## src/hdl/ttip_pkg.sv

```systemverilog
`default_nettype none

package ttip_pkg;

   // field widths fixed by the interface
   localparam int BASE_WIDTH   = 6;
   localparam int BYTE_WIDTH   = 8;
   localparam int OFFSET_WIDTH = 16;
   localparam int RESULT_WIDTH = 64;

   // defaults for the top-level parameters
   localparam int          DEF_VALUE_WIDTH = 64;
   localparam int unsigned DEF_MAX_OFFSET  = 65535;

   // base register reset and special bases
   localparam logic [BASE_WIDTH-1:0] BASE_RESET  = 6'd10;
   localparam logic [BASE_WIDTH-1:0] BASE_DETECT = 6'd0;
   localparam logic [BASE_WIDTH-1:0] BASE_OCT    = 6'd8;
   localparam logic [BASE_WIDTH-1:0] BASE_DEC    = 6'd10;
   localparam logic [BASE_WIDTH-1:0] BASE_HEX    = 6'd16;
   localparam logic [BASE_WIDTH-1:0] BASE_MAX    = 6'd36;

   // parse phases
   localparam logic [2:0] PH_SPACE  = 3'd0;
   localparam logic [2:0] PH_FIRST  = 3'd1;
   localparam logic [2:0] PH_ZERO   = 3'd2;
   localparam logic [2:0] PH_DIGITS = 3'd3;
   localparam logic [2:0] PH_DONE   = 3'd4;

   // characters
   localparam logic [BYTE_WIDTH-1:0] CH_NUL   = 8'h00;
   localparam logic [BYTE_WIDTH-1:0] CH_TAB   = 8'h09;
   localparam logic [BYTE_WIDTH-1:0] CH_LF    = 8'h0A;
   localparam logic [BYTE_WIDTH-1:0] CH_SPACE = 8'h20;
   localparam logic [BYTE_WIDTH-1:0] CH_PLUS  = 8'h2B;
   localparam logic [BYTE_WIDTH-1:0] CH_MINUS = 8'h2D;
   localparam logic [BYTE_WIDTH-1:0] CH_ZERO  = 8'h30;
   localparam logic [BYTE_WIDTH-1:0] CH_NINE  = 8'h39;
   localparam logic [BYTE_WIDTH-1:0] CH_UP_A  = 8'h41;
   localparam logic [BYTE_WIDTH-1:0] CH_UP_X  = 8'h58;
   localparam logic [BYTE_WIDTH-1:0] CH_UP_Z  = 8'h5A;
   localparam logic [BYTE_WIDTH-1:0] CH_LO_A  = 8'h61;
   localparam logic [BYTE_WIDTH-1:0] CH_LO_X  = 8'h78;
   localparam logic [BYTE_WIDTH-1:0] CH_LO_Z  = 8'h7A;

   localparam logic [BYTE_WIDTH-1:0] NO_DIGIT = 8'hFF;
   localparam logic [BYTE_WIDTH-1:0] LETTER_BIAS = 8'd10;

   typedef struct packed {
      logic signed [RESULT_WIDTH-1:0] parsed_value;
      logic [OFFSET_WIDTH-1:0]        end_offset;
      logic [BASE_WIDTH-1:0]          base_used;
      logic                           overflow;
   } rsp_type;

   // digit value of a character, NO_DIGIT when it is no digit at all
   function automatic logic [BYTE_WIDTH-1:0] digit_of(input logic [BYTE_WIDTH-1:0] c);
      logic [BYTE_WIDTH-1:0] d;
      begin
         if (c >= CH_ZERO && c <= CH_NINE) begin
            d = c - CH_ZERO;
         end else if (c >= CH_LO_A && c <= CH_LO_Z) begin
            d = c - CH_LO_A + LETTER_BIAS;
         end else if (c >= CH_UP_A && c <= CH_UP_Z) begin
            d = c - CH_UP_A + LETTER_BIAS;
         end else begin
            d = NO_DIGIT;
         end
         return d;
      end
   endfunction

endpackage

`default_nettype wire

```

## src/hdl/text_to_integer_parser.sv

```systemverilog
`default_nettype none

// Streaming strtol-style parser. Text arrives one byte per word on the req_
// channel and is taken at one word per cycle: each byte updates the parse
// registers through one 6-bit by VALUE_WIDTH multiply-add and an overflow
// compare, so the accumulator loop sets the rate at one byte per cycle.
// Leading space, tab and newline are skipped, one sign is taken, then the
// base comes from csr_wr_data (0 detects it from a 0x/0X or 0 prefix, 16
// skips an optional 0x prefix, values above 36 act as 36). The first byte
// that is no digit of the base yields one registered word on the rsp_ channel:
// the value wrapped to VALUE_WIDTH bits and sign-extended, the count
// of bytes consumed (saturating at MAX_OFFSET), the base applied and a
// sticky overflow flag. Bytes after that are dropped up to the NUL, which
// starts a new parse; a NUL that itself stops the parse restarts at once.
// The result register is backed by a skid register, so input keeps flowing
// while one result waits; req_stall rises only when both are full. Write
// the base only while the block is idle.
module text_to_integer_parser #(
   parameter int          VALUE_WIDTH = ttip_pkg::DEF_VALUE_WIDTH,
   parameter int unsigned MAX_OFFSET  = ttip_pkg::DEF_MAX_OFFSET
) (
   input  wire                                   clock,
   input  wire                                   reset,
   input  wire                                   csr_wr_en,
   input  wire  [ttip_pkg::BASE_WIDTH-1:0]       csr_wr_data,
   input  wire                                   req_valid,
   output logic                                  req_stall,
   input  wire  [ttip_pkg::BYTE_WIDTH-1:0]       req_text_byte,
   output logic                                  rsp_valid,
   input  wire                                   rsp_stall,
   output logic signed [ttip_pkg::RESULT_WIDTH-1:0] rsp_parsed_value,
   output logic [ttip_pkg::OFFSET_WIDTH-1:0]     rsp_end_offset,
   output logic [ttip_pkg::BASE_WIDTH-1:0]       rsp_base_used,
   output logic                                  rsp_overflow
);

   localparam int BW    = ttip_pkg::BASE_WIDTH;
   localparam int OW    = ttip_pkg::OFFSET_WIDTH;
   localparam int POS_W = $clog2(64'(MAX_OFFSET) + 64'd1);
   localparam int PW    = VALUE_WIDTH + BW + 1;
   localparam logic [POS_W-1:0] POS_MAX = POS_W'(MAX_OFFSET);
   // largest positive magnitude; a negative value may go one further
   localparam logic [PW-1:0] LIM_POS = (PW'(1) << (VALUE_WIDTH - 1)) - PW'(1);

   // base register
   logic [BW-1:0] csr_base_ff;

   // parse state
   logic [2:0]             ph_ff, ph_in;
   logic                   neg_ff, neg_in;
   logic [BW-1:0]          base_ff, base_in;
   logic [VALUE_WIDTH-1:0] acc_ff, acc_in;
   logic [POS_W-1:0]       pos_ff, pos_in;
   logic                   ovf_ff, ovf_in;

   // result register and skid
   logic                rsp_valid_ff;
   ttip_pkg::rsp_type   rsp_data_ff;
   logic                skid_valid_ff;
   ttip_pkg::rsp_type   skid_data_ff;

   logic                    req_accept;
   logic                    rsp_pop;
   logic                    emit;
   logic                    step;
   logic                    clear;
   logic                    fall_first;
   logic                    fall_digits;
   logic [BW-1:0]           base_sat;
   logic [7:0]              digit;
   logic [PW-1:0]           prod;
   logic [PW-1:0]           lim;
   logic signed [VALUE_WIDTH-1:0] val_s;
   logic [POS_W+OW-1:0]     pos_ext;
   ttip_pkg::rsp_type       result;

   assign req_stall  = skid_valid_ff;
   assign req_accept = req_valid && !skid_valid_ff;
   assign rsp_pop    = rsp_valid_ff && !rsp_stall;

   assign base_sat = (csr_base_ff > ttip_pkg::BASE_MAX) ? ttip_pkg::BASE_MAX : csr_base_ff;
   assign digit    = ttip_pkg::digit_of(req_text_byte);
   assign lim      = LIM_POS + PW'(neg_ff);

   // result fields come from the state held before this byte
   assign val_s   = neg_ff ? -acc_ff : acc_ff;
   assign pos_ext = {{OW{1'b0}}, pos_ff};

   always_ff @(posedge clock) begin
      if (reset) begin
         csr_base_ff <= ttip_pkg::BASE_RESET;
      end else if (csr_wr_en) begin
         csr_base_ff <= csr_wr_data;
      end
   end

   // One byte walks the phases it falls through within this cycle:
   // whitespace, sign, base prefix, then at most one digit or the stop.
   always_comb begin
      ph_in       = ph_ff;
      neg_in      = neg_ff;
      base_in     = base_ff;
      acc_in      = acc_ff;
      pos_in      = pos_ff;
      ovf_in      = ovf_ff;
      emit        = 1'b0;
      step        = 1'b0;
      clear       = 1'b0;
      fall_first  = 1'b0;
      fall_digits = 1'b0;
      prod        = '0;
      result.parsed_value = ttip_pkg::RESULT_WIDTH'(val_s);
      result.end_offset   = pos_ext[OW-1:0];
      result.base_used    = base_ff;
      result.overflow     = ovf_ff;

      if (req_accept) begin
         case (ph_ff)
            ttip_pkg::PH_SPACE: begin
               if (req_text_byte == ttip_pkg::CH_SPACE || req_text_byte == ttip_pkg::CH_TAB ||
                   req_text_byte == ttip_pkg::CH_LF) begin
                  step = 1'b1;
               end else if (req_text_byte == ttip_pkg::CH_MINUS ||
                            req_text_byte == ttip_pkg::CH_PLUS) begin
                  neg_in = (req_text_byte == ttip_pkg::CH_MINUS);
                  step   = 1'b1;
                  ph_in  = ttip_pkg::PH_FIRST;
               end else begin
                  fall_first = 1'b1;
               end
            end
            ttip_pkg::PH_FIRST: begin
               fall_first = 1'b1;
            end
            ttip_pkg::PH_ZERO: begin
               if (req_text_byte == ttip_pkg::CH_LO_X || req_text_byte == ttip_pkg::CH_UP_X) begin
                  base_in = ttip_pkg::BASE_HEX;
                  step    = 1'b1;
                  ph_in   = ttip_pkg::PH_DIGITS;
               end else begin
                  if (base_ff == ttip_pkg::BASE_DETECT) begin
                     base_in = ttip_pkg::BASE_OCT;
                  end
                  fall_digits = 1'b1;
               end
            end
            ttip_pkg::PH_DIGITS: begin
               fall_digits = 1'b1;
            end
            ttip_pkg::PH_DONE: begin
               clear = (req_text_byte == ttip_pkg::CH_NUL);
            end
            default: begin
               clear = 1'b1;
            end
         endcase

         // latch the base on the first byte after whitespace and sign
         if (fall_first) begin
            if ((base_sat == ttip_pkg::BASE_DETECT || base_sat == ttip_pkg::BASE_HEX) &&
                req_text_byte == ttip_pkg::CH_ZERO) begin
               base_in = base_sat;
               step    = 1'b1;
               ph_in   = ttip_pkg::PH_ZERO;
            end else begin
               base_in = (base_sat == ttip_pkg::BASE_DETECT) ? ttip_pkg::BASE_DEC : base_sat;
               fall_digits = 1'b1;
            end
         end

         if (fall_digits) begin
            ph_in = ttip_pkg::PH_DIGITS;
            prod  = PW'(acc_ff) * PW'(base_in) + PW'(digit);
            if (digit < 8'(base_in)) begin
               acc_in = prod[VALUE_WIDTH-1:0];
               ovf_in = ovf_ff || (prod > lim);
               step   = 1'b1;
            end else begin
               emit             = 1'b1;
               result.base_used = base_in;
               if (req_text_byte == ttip_pkg::CH_NUL) begin
                  clear = 1'b1;
               end else begin
                  ph_in = ttip_pkg::PH_DONE;
               end
            end
         end

         if (step && pos_ff < POS_MAX) begin
            pos_in = pos_ff + POS_W'(1);
         end

         if (clear) begin
            ph_in   = ttip_pkg::PH_SPACE;
            neg_in  = 1'b0;
            base_in = '0;
            acc_in  = '0;
            pos_in  = '0;
            ovf_in  = 1'b0;
         end
      end
   end

   always_ff @(posedge clock) begin
      if (reset) begin
         ph_ff   <= ttip_pkg::PH_SPACE;
         neg_ff  <= 1'b0;
         base_ff <= '0;
         acc_ff  <= '0;
         pos_ff  <= '0;
         ovf_ff  <= 1'b0;
      end else begin
         ph_ff   <= ph_in;
         neg_ff  <= neg_in;
         base_ff <= base_in;
         acc_ff  <= acc_in;
         pos_ff  <= pos_in;
         ovf_ff  <= ovf_in;
      end
   end

   // Output side: a result word goes to the result register when it is
   // free or draining, else it parks in the skid register.
   always_ff @(posedge clock) begin
      if (reset) begin
         rsp_valid_ff  <= 1'b0;
         skid_valid_ff <= 1'b0;
      end else begin
         if (skid_valid_ff) begin
            if (rsp_pop) begin
               rsp_valid_ff  <= 1'b1;
               skid_valid_ff <= 1'b0;
            end
         end else if (!rsp_valid_ff || rsp_pop) begin
            rsp_valid_ff <= emit;
         end else if (emit) begin
            skid_valid_ff <= 1'b1;
         end
      end
   end

   always_ff @(posedge clock) begin
      if (skid_valid_ff) begin
         if (rsp_pop) begin
            rsp_data_ff <= skid_data_ff;
         end
      end else if (!rsp_valid_ff || rsp_pop) begin
         if (emit) begin
            rsp_data_ff <= result;
         end
      end else if (emit) begin
         skid_data_ff <= result;
      end
   end

   assign rsp_valid        = rsp_valid_ff;
   assign rsp_parsed_value = rsp_data_ff.parsed_value;
   assign rsp_end_offset   = rsp_data_ff.end_offset;
   assign rsp_base_used    = rsp_data_ff.base_used;
   assign rsp_overflow     = rsp_data_ff.overflow;

   // the skid register is only ever filled behind a held result
   a_skid_behind_rsp: assert property (@(posedge clock) disable iff (reset)
      skid_valid_ff |-> rsp_valid_ff)
      else $error("skid register full while result register empty");

   a_pos_saturates: assert property (@(posedge clock) disable iff (reset)
      pos_ff <= POS_MAX)
      else $error("byte position beyond its saturation point");

   a_nul_restarts: assert property (@(posedge clock) disable iff (reset)
      (req_accept && req_text_byte == ttip_pkg::CH_NUL) |=>
         (ph_ff == ttip_pkg::PH_SPACE && pos_ff == '0 && acc_ff == '0))
      else $error("end of text did not restart the parse");

   a_base_nonzero: assert property (@(posedge clock) disable iff (reset)
      rsp_valid_ff |-> (rsp_data_ff.base_used != ttip_pkg::BASE_DETECT))
      else $error("result word carries no resolved base");

   a_emit_leaves_digits: assert property (@(posedge clock) disable iff (reset)
      emit |=> (ph_ff == ttip_pkg::PH_DONE || ph_ff == ttip_pkg::PH_SPACE))
      else $error("parse kept going after a result");

endmodule

`default_nettype wire

```

## config.mk

```make
export PLATFORM = sky130hd
export DESIGN_NAME = text_to_integer_parser
export DESIGN_NICKNAME = d
export VERILOG_FILES = /design/src/hdl/ttip_pkg.sv /design/src/hdl/text_to_integer_parser.sv
export SDC_FILE = /design/constraint.sdc
export NUM_CORES = 1
export LEC_CHECK = 0
export ABC_AREA = 0
export BUFFER_PORTS_ARGS = -buffer_cell sky130_fd_sc_hd__buf_4
export CORE_ASPECT_RATIO = 1.2
export CORE_MARGIN = 3
export CORE_UTILIZATION = 37
export DETAILED_ROUTE_END_ITERATION = 7
export PLACE_DENSITY = 0.57
export SYNTH_ARGS = -nofsm -noshare
export SYNTH_HDL_FRONTEND = slang
export SYNTH_SLANG_ARGS = --single-unit
```

## constraint.sdc

```tcl
create_clock -name clock -period 13.7 [get_ports clock]
set_clock_uncertainty 0.2 [all_clocks]
set_input_delay 0.685 -clock clock [delete_from_list [all_inputs] [get_ports clock]]
set_output_delay 0.685 -clock clock [all_outputs]
set_load 0.1 [all_outputs]
```

==> metrics.md <==
| Metric | Value |
|---|---|
| Status | `finished, final reports clean` |
| Clock latency on the worst-skew pair | `0.60 ns` |
| R2r endpoint | `ovf_ff` |
| Drt first pass iters | `5` |
| DIE HEIGHT | `302.2 µm` |
| Starting Density | `0.3736` |
| Post-synthesis cell area | `27060 µm²` |
| Share of layout cells above drive strength 1 | `0.1038` |
| Worst path arrival time | `10.68 ns` |
| Largest net degree at the start of global routing | `67` |
| Simple-gate portion of the synthesized area | `0.1783` |
| Crit share post-route | `0.7618` |
| Worst slew pin tran | `1.098 ns` |
| Drt total wl | `75310 µm` |
| First-pass GRT wire length | `122100 µm` |
| Ranking of synthesized cells by area | `edfxtp_1 19%, fa_1 19%, ha_1 11%` |
| Post-synthesis mux area share | `0.03986` |
| Pre-CTS setup slack | `2.773 ns` |
| Final Max Tran Viols | `0` |
| Distinct cell type count after synthesis | `79` |
| Startpoint Class | `input port` |
| Root Buffer | `clkbuf_16` |
| Final Setup Violations | `0` |
| Setup TNS Final | `0 ns` |
| CP Class | `in2reg` |
| Worst path max stage delay | `0.75 ns` |
| Post-detailed-route DRC marker count | `0` |
| Slew Limit Headroom | `0.2625` |
| Seq/Total Area, Yosys | `0.2663` |
| GP Congestion | `0.9069` |
| CTS Buf Count | `30` |
| Ys flop type | `edfxtp_1` |
| Hold Path Cell Cnt | `3` |
| # fillers | `7097` |
| Reg2Reg Launch Point | `ph_ff[0]` |
| Worst hold start | `csr_wr_data[0]` |
| FP Rows | `108` |
| Core area | `72430 µm²` |
| Total Routing Usage GR | `0.1980` |
| H-tree levels | `1` |
| Synth top area share | `0.1931` |
| Clk sinks | `273` |
| Post-CTS Hold Buffers | `0` |
| Area share of xor/xnor cells in the synthesized design | `0.04305` |
| Max rail drop VDD | `60.46 µV` |
| Main combinational cell family by area after synthesis | `adder cells` |
| GRT overflow | `0` |
| Yosys top cell by area | `edfxtp_1` |
| Final ANT Viol Nets | `0` |
| Drt initial violations | `1489` |
| Register bit total from synthesis | `273` |
| Setup repair after global routing missed its margin | `no` |
| Final worst slack | `3.264 ns` |
| Worst r2r path cells | `30` |
| Final hold slack | `0.1433 ns` |
| Compound-Gate Fraction of Synth Area | `0.1232` |
| Hpwl dp | `57770 µm` |
| Hold Vio Cnt, Final | `0` |
| Crit path required time | `13.95 ns` |
| R2R setup slack | `3.43 ns` |
| Power Dens Cells | `79.79 nW/µm²` |
| Slowest cell on crit path | `nor4b_1` |
| Synthesized Nets | `3372` |
| Setup bufs post-CTS | `0` |
| Fraction of registers with async set/reset | `0` |
| Leak pwr | `0.01340 µW` |
| Post-CTS resize count | `0` |
| Warnings, synthesis | `0` |
| Number of max-cap violations | `0` |
| Nets | `3351` |
| TritonCTS clock tree | `built` |
| Period minus WS final | `10.44 ns` |
| Bufs on Longest Clock Path | `3` |
| Drt wl/cell | `19.78 µm` |
| Most common cell type on the critical path | `ha_1` |
| Layout area overhead | `9.386%` |
| Avg Cell Area, Syn | `9.425 µm²` |
| Vias in the first global route | `22380` |
| Die ar. | `76430 µm²` |
| Crit end category | `flop` |
| Maximum clock rate | `95.82 MHz` |
| Max Fanout on Critical Path | `41` |
| Antenna violations before repair | `0` |
| Die X | `252.9 µm` |
| Adder-cell area share of the yosys netlist | `0.2933` |
| HP Class | `in2reg` |
| Vias per cell | `5.564` |
| Vias | `21180` |
| Final antenna diode count | `0` |
| Post-Synthesis Cells | `2871` |
| Post-synth EDFFs | `174` |
| IO Port Bufs | `107` |
| Worst hold endpoint | `csr_base_ff[0]` |
| Worst-path clk slew | `0.07 ns` |
| Number of I/O pins | `108` |
-- how the worst max path moves through the flow --
stage,cells past startpoint,slack (ns),startpoint,end
after floorplan,38,4.43,req_text_byte[1],ovf_ff
after global placement,34,2.75,req_text_byte[1],ovf_ff
after detailed placement,33,2.77,req_text_byte[1],ovf_ff
after CTS,33,3.36,req_text_byte[1],ovf_ff
after global routing,33,2.76,req_text_byte[1],ovf_ff
final,34,3.26,req_text_byte[1],ovf_ff
-- cells in the final DEF, fill, tap and decap left out, types with 86 or more instances in the layout --
cell / count
fa_1: 254
and2_1: 210
nor2_1: 203
o21ai_0: 94
ha_1: 228
buf_4: 125
mux2_2: 86
xnor2_1: 100
nand2_1: 313
dfxtp_1: 97
edfxtp_1: 174
a21oi_1: 142
inv_1: 220
-- metrics by stage --
step	instances	power, µW	instance area (µm²)	utilization
2_1_floorplan	2871	1380	27060	-
3_3_place_gp	3753	1516	28570	0.3945
3_5_place_dp	3753	1522	28570	0.3945
4_1_cts	3807	2388	29600	0.4087
5_1_grt	3807	2442	29600	0.4087
6_report	3807	2362	29600	0.4087
-- layout make-up --
class | count | area, µm² | area share
Multi-Input combinational cell | 2199 | 18420 | 0.6223
Sequential cell | 273 | 7214 | 0.2437
Tap cell | 935 | 1170 | 0.03952
Timing Repair Buffer | 125 | 938.4 | 0.03170
Inverter | 221 | 829.5 | 0.02803
Clock buffer | 32 | 758.2 | 0.02562
Clock inverter | 22 | 269.0 | 0.009088
-- logic make-up (layout without fill, tap and decap cells) --
| family | count (synthesis) | count (layout) |
|---|---|---|
| XOR/XNOR | 133 | 133 |
| buffers and inverters | 399 | 400 |
| adder cells (fa/ha/maj) | 482 | 482 |
| AO/OA/AOI/OAI | 511 | 511 |
| flip-flops | 273 | 273 |
| multiplexers | 97 | 97 |
| AND/OR/NAND/NOR | 976 | 976 |
-- state kept, by name (all words and copies together), names as in the netlist --
register	flops
base_ff	6
rsp_parsed_value	64
neg_ff	1
acc_ff	64
ph_ff	3
pos_ff	16
ovf_ff	1
rsp_base_used	6
rsp_end_offset	16
req_stall	1
csr_base_ff	6
rsp_valid	1
skid_data_ff	87
rsp_overflow	1
-- synthesized netlist by cell type, drive strengths merged, types with 19 or more instances --
cell	count
nand2b	21
o21ai	97
clkbuf	162
nand3	41
nor3	32
xor2	33
a22oi	67
a21o	31
ha	228
mux2	86
nor2	204
nand4	40
inv	221
o31ai	32
dfxtp	99
xnor2	100
edfxtp	174
fa	254
nand2	313
and2	213
and3	19
a21oi	143
-- per-layer routing --
metal,share of wire,global-route usage
met2,0.50,0.3494
met5,0,0
met1,0.43,0.2568
met4,0.033,0.06854
met3,0.043,0.01427
-- critical path, delay by kind of cell --
| family | cells | cell delay, ns |
|---|---|---|
| XOR/XNOR | 1 | 0.28 |
| adder cells (fa/ha/maj) | 7 | 2.68 |
| AND/OR/NAND/NOR | 11 | 3.59 |
| AO/OA/AOI/OAI | 9 | 2.19 |
| buffers and inverters | 6 | 1.20 |
-- report_power, final --
part           switching (µW)  internal, µW  leakage, µW
sequential               24.2           935      0.00234
clock                     375           484     0.000493
combinational             439           104       0.0106
No activity file was read; power rests on OpenSTA's default activity.
